File: src/sv/srpd_pkg.sv
// Shared types and constants for the sensor reply packet deframer.
package srpd_pkg;

  // Frame layout and limits.
  localparam logic [7:0] HDR_FIRST   = 8'hEF;
  localparam logic [7:0] HDR_SECOND  = 8'h01;
  localparam int         HEAD_BYTES  = 9;
  localparam logic [4:0] BODY_RESET  = 5'd23;
  localparam int         STORE_BYTES = 32;

  // The reported fields live at offsets 6 through 13 of the frame store.
  localparam int FIELD_BASE  = 6;
  localparam int FIELD_BYTES = 8;

  // Input actions.
  localparam logic ACT_RECEIVE = 1'b0;
  localparam logic ACT_CLEAR   = 1'b1;

  typedef struct packed {
    logic       action;
    logic       byte_valid;
    logic [7:0] rx_byte;
  } in_item_t;

  typedef struct packed {
    logic        byte_stored;
    logic [4:0]  byte_offset;
    logic        frame_done;
    logic        frame_dropped;
    logic        reply_ready;
    logic [7:0]  packet_id;
    logic [4:0]  body_length;
    logic [7:0]  confirm_code;
    logic [15:0] first_word;
    logic [15:0] second_word;
  } out_item_t;

endpackage

File: src/sv/srpd_parser.sv
// Frame parser state, captured reply fields and the per-byte result logic.
module srpd_parser #(
  parameter int STORE_BYTES = srpd_pkg::STORE_BYTES
) (
  input  logic               clk,
  input  logic               rst,
  input  logic               step,
  input  srpd_pkg::in_item_t item,
  input  logic [4:0]         max_len,
  output srpd_pkg::out_item_t result
);

  localparam int OW = $clog2(STORE_BYTES + 1);

  typedef enum logic [1:0] {
    ST_HUNT,
    ST_HDR2,
    ST_FIELDS,
    ST_BODY
  } step_t;

  step_t       st, st_next;
  logic [OW-1:0] off, off_next;
  logic [4:0]  flen, flen_next;
  logic        rdy, rdy_next;
  logic [7:0]  fld      [srpd_pkg::FIELD_BYTES];
  logic [7:0]  fld_next [srpd_pkg::FIELD_BYTES];

  logic          stored;
  logic          done;
  logic          dropped;
  logic [OW-1:0] wr_off;
  logic [OW-1:0] off_inc;
  logic [OW:0]   end_off;
  logic [15:0]   len16;

  assign off_inc = off + OW'(1);
  assign end_off = (OW+1)'(srpd_pkg::HEAD_BYTES) + (OW+1)'(flen);
  assign len16   = {fld[1], item.rx_byte};

  // Next state and the result flags for the byte held in the input register.
  always_comb begin
    st_next   = st;
    off_next  = off;
    flen_next = flen;
    rdy_next  = rdy;
    for (int i = 0; i < srpd_pkg::FIELD_BYTES; i++) begin
      fld_next[i] = fld[i];
    end
    stored  = 1'b0;
    done    = 1'b0;
    dropped = 1'b0;
    wr_off  = '0;

    if (item.action == srpd_pkg::ACT_CLEAR) begin
      st_next   = ST_HUNT;
      off_next  = '0;
      flen_next = '0;
      rdy_next  = 1'b0;
      for (int i = 0; i < srpd_pkg::FIELD_BYTES; i++) begin
        fld_next[i] = '0;
      end
    end else if (item.byte_valid) begin
      case (st)
        ST_HUNT: begin
          if (item.rx_byte == srpd_pkg::HDR_FIRST) begin
            stored  = 1'b1;
            wr_off  = '0;
            st_next = ST_HDR2;
          end
        end
        ST_HDR2: begin
          if (item.rx_byte == srpd_pkg::HDR_SECOND) begin
            stored    = 1'b1;
            wr_off    = OW'(1);
            off_next  = OW'(2);
            flen_next = '0;
            st_next   = ST_FIELDS;
          end else begin
            dropped = 1'b1;
            st_next = ST_HUNT;
          end
        end
        default: begin
          if (off >= OW'(STORE_BYTES)) begin
            dropped = 1'b1;
            st_next = ST_HUNT;
          end else begin
            stored   = 1'b1;
            wr_off   = off;
            off_next = off_inc;
            if (st == ST_FIELDS) begin
              if (off_inc == OW'(srpd_pkg::HEAD_BYTES)) begin
                if (len16 != 16'd0 && len16 <= {11'd0, max_len}) begin
                  flen_next = len16[4:0];
                  st_next   = ST_BODY;
                end else begin
                  flen_next = '0;
                  dropped   = 1'b1;
                  st_next   = ST_HUNT;
                end
              end
            end else if ({1'b0, off_inc} == end_off) begin
              rdy_next = 1'b1;
              done     = 1'b1;
              st_next  = ST_HUNT;
            end
          end
        end
      endcase
    end

    // Only the reported offsets keep their bytes.
    if (stored) begin
      for (int i = 0; i < srpd_pkg::FIELD_BYTES; i++) begin
        if (wr_off == OW'(srpd_pkg::FIELD_BASE + i)) begin
          fld_next[i] = item.rx_byte;
        end
      end
    end
  end

  // The result shows the state after this byte.
  always_comb begin
    result.byte_stored   = stored;
    result.byte_offset   = wr_off[4:0];
    result.frame_done    = done;
    result.frame_dropped = dropped;
    result.reply_ready   = rdy_next;
    result.packet_id     = fld_next[0];
    result.body_length   = flen_next;
    result.confirm_code  = fld_next[3];
    result.first_word    = {fld_next[4], fld_next[5]};
    result.second_word   = {fld_next[6], fld_next[7]};
  end

  // Parser state and captured fields advance once per transaction.
  always_ff @(posedge clk) begin
    if (rst) begin
      st   <= ST_HUNT;
      off  <= '0;
      flen <= '0;
      rdy  <= 1'b0;
      for (int i = 0; i < srpd_pkg::FIELD_BYTES; i++) begin
        fld[i] <= '0;
      end
    end else if (step) begin
      st   <= st_next;
      off  <= off_next;
      flen <= flen_next;
      rdy  <= rdy_next;
      for (int i = 0; i < srpd_pkg::FIELD_BYTES; i++) begin
        fld[i] <= fld_next[i];
      end
    end
  end

`ifndef SYNTH
  // A completed frame leaves the ready flag set.
  a_done_sets_ready: assert property (@(posedge clk) disable iff (rst)
    step && done |=> rdy)
    else $error("ready flag not set after frame completion");

  // The body phase always has a nonzero accepted length.
  a_body_len: assert property (@(posedge clk) disable iff (rst)
    st == ST_BODY |-> flen != 5'd0)
    else $error("body phase with zero length");

  // The write offset never runs past the store.
  a_off_bound: assert property (@(posedge clk) disable iff (rst)
    off <= OW'(STORE_BYTES))
    else $error("write offset beyond store");

  // A clear returns the parser to hunting with the flag low.
  a_clear: assert property (@(posedge clk) disable iff (rst)
    step && item.action == srpd_pkg::ACT_CLEAR |=> st == ST_HUNT && !rdy && flen == 5'd0)
    else $error("clear did not reset parser");
`endif

endmodule

File: src/sv/sensor_reply_packet_deframer.sv
// An accepted input transaction is registered in the input register, and its result then in the result register.
// Throughput: one received byte per cycle, with no stall unless the output is held.
// Each byte is handled by one pass of logic from the input register into the result register.
// Reset clears the parser, the ready flag, the captured fields and the valid flags of both register stages,
// and sets max_len back to 23.
module sensor_reply_packet_deframer #(
  parameter int STORE_BYTES = srpd_pkg::STORE_BYTES
) (
  input  logic                clk,
  input  logic                rst,
  input  logic                cfg_wr_en,
  input  logic [4:0]          cfg_wr_data,
  input  logic                in_valid,
  output logic                in_ready,
  input  srpd_pkg::in_item_t  in_item,
  output logic                out_valid,
  input  logic                out_ready,
  output srpd_pkg::out_item_t out_item
);

  logic                s1_valid;
  srpd_pkg::in_item_t  s1_item;
  logic [4:0]          max_len;
  logic                adv;
  srpd_pkg::out_item_t result;

  // The input stage moves forward whenever the result register is free or drains.
  assign adv      = !out_valid || out_ready;
  assign in_ready = !s1_valid || adv;

  srpd_parser #(
    .STORE_BYTES(STORE_BYTES)
  ) u_parser (
    .clk    (clk),
    .rst    (rst),
    .step   (s1_valid && adv),
    .item   (s1_item),
    .max_len(max_len),
    .result (result)
  );

  // Control registers and the length limit.
  always_ff @(posedge clk) begin
    if (rst) begin
      s1_valid  <= 1'b0;
      out_valid <= 1'b0;
      max_len   <= srpd_pkg::BODY_RESET;
    end else begin
      if (cfg_wr_en) begin
        max_len <= cfg_wr_data;
      end
      if (in_ready) begin
        s1_valid <= in_valid;
      end
      if (adv) begin
        out_valid <= s1_valid;
      end
    end
  end

  // Payload registers for the input and result stages.
  always_ff @(posedge clk) begin
    if (in_valid && in_ready) begin
      s1_item <= in_item;
    end
    if (adv && s1_valid) begin
      out_item <= result;
    end
  end

endmodule
File: config.mk
export PLATFORM = sky130hd
export DESIGN_NAME = sensor_reply_packet_deframer
export DESIGN_NICKNAME = d
export VERILOG_FILES = /design/src/sv/srpd_pkg.sv /design/src/sv/srpd_parser.sv /design/src/sv/sensor_reply_packet_deframer.sv
export SDC_FILE = /design/constraint.sdc
export NUM_CORES = 1
export LEC_CHECK = 0
export BUFFER_PORTS_ARGS = -buffer_cell sky130_fd_sc_hd__buf_4
export CORE_MARGIN = 1.5
export CORE_UTILIZATION = 47
export CTS_CLUSTER_SIZE = 25
export DETAILED_ROUTE_END_ITERATION = 7
export PLACE_DENSITY = 0.76
export SETUP_SLACK_MARGIN = 0.3
export SLEW_MARGIN = 15
export SYNTH_ARGS = -nofsm -noshare
export SYNTH_HDL_FRONTEND = slang
export SYNTH_HIERARCHICAL = 1
export SYNTH_SLANG_ARGS = --single-unit
File: constraint.sdc
create_clock -name clk -period 10.6 [get_ports clk]
set_input_delay 0.53 -clock clk [delete_from_list [all_inputs] [get_ports clk]]
set_output_delay 0.53 -clock clk [all_outputs]
set_load 0.01 [all_outputs]
==> metrics.cfg <==
[status]
status = finished clean

[global_routing]
grt-ovfl-total = 0
grt_max_degree = 75
grt_pass1_vias = 4660
antenna_found_initial = 0
grt_pass1_wl_um = 24800
grt_usage = 0.199

[synth]
syn_area_um2 = 7430
synthFlopType = edfxtp_1
ys_types = 69
ys_seq_elements = 149
yosysSeqAreaShare = 0.574
synth_xor_area_frac = 0.0160
synthArstFlopShare = 0
synth-simple-area-share = 0.180
synth_compound_area_frac = 0.0830
yosys_warnings = 6
avgSynthCellArea_um2 = 12.1
syn_inst = 616
synth_top_family_by_area = simple AND/OR/NAND/NOR gates
synthAdderAreaFrac = 0.0135
synth-edff-count = 128
synth_nets = 644
synth_mux_area_frac = 0.0539

[routing]
routedWlPerCell_um = 18.2
wirelength_um = 15700
vias = 4753
drtIter0Drc = 435
via_per_inst = 5.49
drc = 0
ant_nets = 0
dr.pass1.iters = 5

[cells_and_area]
syn2layout_area_growth_pct = 13.6
fill_cells = 1333
nets = 669
layout.area.seq_um2 = 4260
multiInputGateArea_um2 = 2570
drive_gt1_frac = 0.254
n_antenna_cell = 0

[power]
power.density_nw_per_um2 = 165
p_leak_nw = 3.21
p_total_mw = 1.40
ir_drop_mv = 0.120

[clock_network]
cts.sink_count = 149
htreeDepth = 4
cts_buffers = 17
cts_buffer_depth = 2
cts.reportedPaths.clkPinSlew_ns = 0.06
clock_latency_ns = 0.42
cts_hold_buffers = 0
cts_setup_buffers = 0
cts_tree = yes
postCtsResizedCells = 0
cts-root-buf = clkbuf_16

[timing]
hold_viol = 0
setup_slack_ns = 7.55
fin_tns_setup_ns = 0
whs_ns = 0.282
final.period_utilization = 0.288
setup_viol = 0
slew_headroom = 0.336
skew_ns = 0.00839
clock.fmax_mhz = 327
rsz0062_at_grt = no
tightestPinTransition_ns = 0.995
min_period_ns = 3.05
maxSlewViolCount = 0

[worst_setup_path]
critical_path.reg2reg.startpoint = s1_item[8]
path_cells = nor4bb_1, buf_4, nand4_1, a21oi_1, o21ai_0, nor2b_1
critPathLaunchType = register
crit_type = register to register
critPathArrivalTime_ns = 3.21
crit_slowest_cell = a21oi_1
crit_start = s1_item[8]
reg2reg_depth = 6
worstReg2RegEnd = u_parser/fld[0][1]
crit_end = u_parser/fld[0][1]
critPathCaptureType = register
r2r_slack_ns = 7.55
worst_path_largest_cell_delay_ns = 0.81
cp.required_ns = 10.75
path_max_fanout = 17

[floorplan]
ios = 84
core_area_um2 = 15300
std_cell_rows = 45
die_y_um = 129
initial_utilization = 0.485
chipWidth_um = 129
die_area_um2 = 16600

[placed_design]
place_congestion = 0.882
hpwl_um = 9880
pre_cts_ws_ns = 7.49
portBuffers = 83

[worst_hold_path]
hold_path.class = input pin to register

[run]
drv_cap = 0

-- metal layers --
layer / up-vias / GRT usage / wire (µm)
li1: 2222 / - / -
met1: 2318 / 0.252 / 6650
met2: 190 / 0.330 / 7860
met3: 23 / 0.0437 / 952
met4: 0 / 0.0846 / 248
met5: - / 0 / 0
-- cell usage in the layout (no fill, tap or decap), types with 3 or more instances in the layout --
cell          n
a211o_1       4
a21o_1        7
a21oi_1      20
a221oi_1      5
a31oi_1       4
and2_1        6
buf_4        89
bufinv_16     4
clkbuf_1      3
clkbuf_16    17
clkinvlp_4    3
dfxtp_1      21
edfxtp_1    128
ha_1          8
inv_1        15
mux2_2       20
mux2_4        7
mux2i_1       7
nand2_1      49
nand2_2       3
nand2b_1      7
nand3_1      10
nand3b_1      8
nand4_1       7
nor2_1       13
nor2b_1      84
nor3_1        7
nor3b_1       7
o21ai_0      16
o31ai_1       8
o32ai_1       4
or2_1         3
or2_2         5
or4_1         4
xnor2_1       5
xor2_1        6
-- logic make-up after synthesis --
kind of cell    Yosys count
compound gates           86
xor+xnor                 12
simple gates            228
flops                   149
mux                      34
buf+inv                  99
fa+ha+maj                 8
-- flip-flops by register name, indices dropped and copies added, names as in the netlist --
register       flops
out_valid          1
u_parser/rdy       1
s1_item           10
max_len            5
out_item          62
s1_valid           1
u_parser/flen      5
u_parser/fld      56
u_parser/st        2
u_parser/off       6
-- Yosys cell counts, types with 2 or more instances --
cell type / count / area share
a21o_1: 7 / 0.0071
o32ai_1: 4 / 0.0047
xor2_1: 6 / 0.0071
nand2_2: 3 / 0.0025
buf_1: 2 / 0.0010
and2_1: 7 / 0.0059
a211o_1: 4 / 0.0047
or4_1: 4 / 0.0040
o22ai_1: 2 / 0.0017
nand2b_1: 7 / 0.0059
edfxtp_1: 128 / 0.52
nor2b_1: 84 / 0.071
mux2_4: 7 / 0.014
o31ai_1: 8 / 0.0081
or2_2: 5 / 0.0042
dfxtp_1: 21 / 0.057
buf_2: 6 / 0.0040
clkbuf_1: 20 / 0.010
mux2_2: 20 / 0.030
xnor2_1: 5 / 0.0059
a221oi_1: 5 / 0.0059
nand4_1: 7 / 0.0059
nor2_1: 13 / 0.0066
nor3b_1: 7 / 0.0071
buf_4: 52 / 0.053
or2_1: 3 / 0.0025
nand3_1: 10 / 0.0067
nand2_1: 49 / 0.025
a21oi_1: 20 / 0.013
ha_1: 8 / 0.013
nand3b_1: 8 / 0.0081
inv_1: 15 / 0.0076
o21ai_0: 16 / 0.011
buf_6: 3 / 0.0045
a31oi_1: 4 / 0.0034
nor3_1: 7 / 0.0047
mux2i_1: 7 / 0.0094
-- how the worst min path moves through the flow --
stage / startpoint / endpoint / slack (ns) / cells after the start
floorplan: s1_valid / out_valid / 0.43 / 2
global placement: s1_valid / out_valid / 0.45 / 2
detailed placement: s1_valid / out_valid / 0.47 / 2
CTS: in_item[8] / s1_item[8] / 0.26 / 1
global route: in_item[8] / s1_item[8] / 0.26 / 1
finish: in_item[8] / s1_item[8] / 0.28 / 1
-- worst max-delay path, delay by kind of cell, from the launching register on --
kind	cells	cell delay, ns
compound gates	2	1.12
buf+inv	1	0.22
flops	1	0.73
simple gates	3	0.71
-- per-stage QoR --
stage	area, µm²	instances	util
4_1_cts	8440	865	0.551
5_1_grt	8440	865	0.551
6_report	8440	865	0.551
2_1_floorplan	7430	616	-
3_3_place_gp	7830	833	0.511
3_5_place_dp	7830	833	0.511
-- power by group --
group,internal [mW],total [mW],switching [mW],leakage [nW]
combinational,0.0381,0.0884,0.0503,1.46
sequential,0.669,0.685,0.0161,1.46
clock,0.394,0.623,0.230,0.286
total,1.10,1.40,0.296,3.21
-- layout make-up --
type | instances | share of cell area
timing repair buffer | 89 | 0.0791
multi-input combinational | 368 | 0.305
clock inverter | 12 | 0.0209
sequential | 149 | 0.505
inverter | 16 | 0.00726
tap | 211 | 0.0313
clock buffer | 20 | 0.0517
No activity file was read; power rests on OpenSTA's default activity.
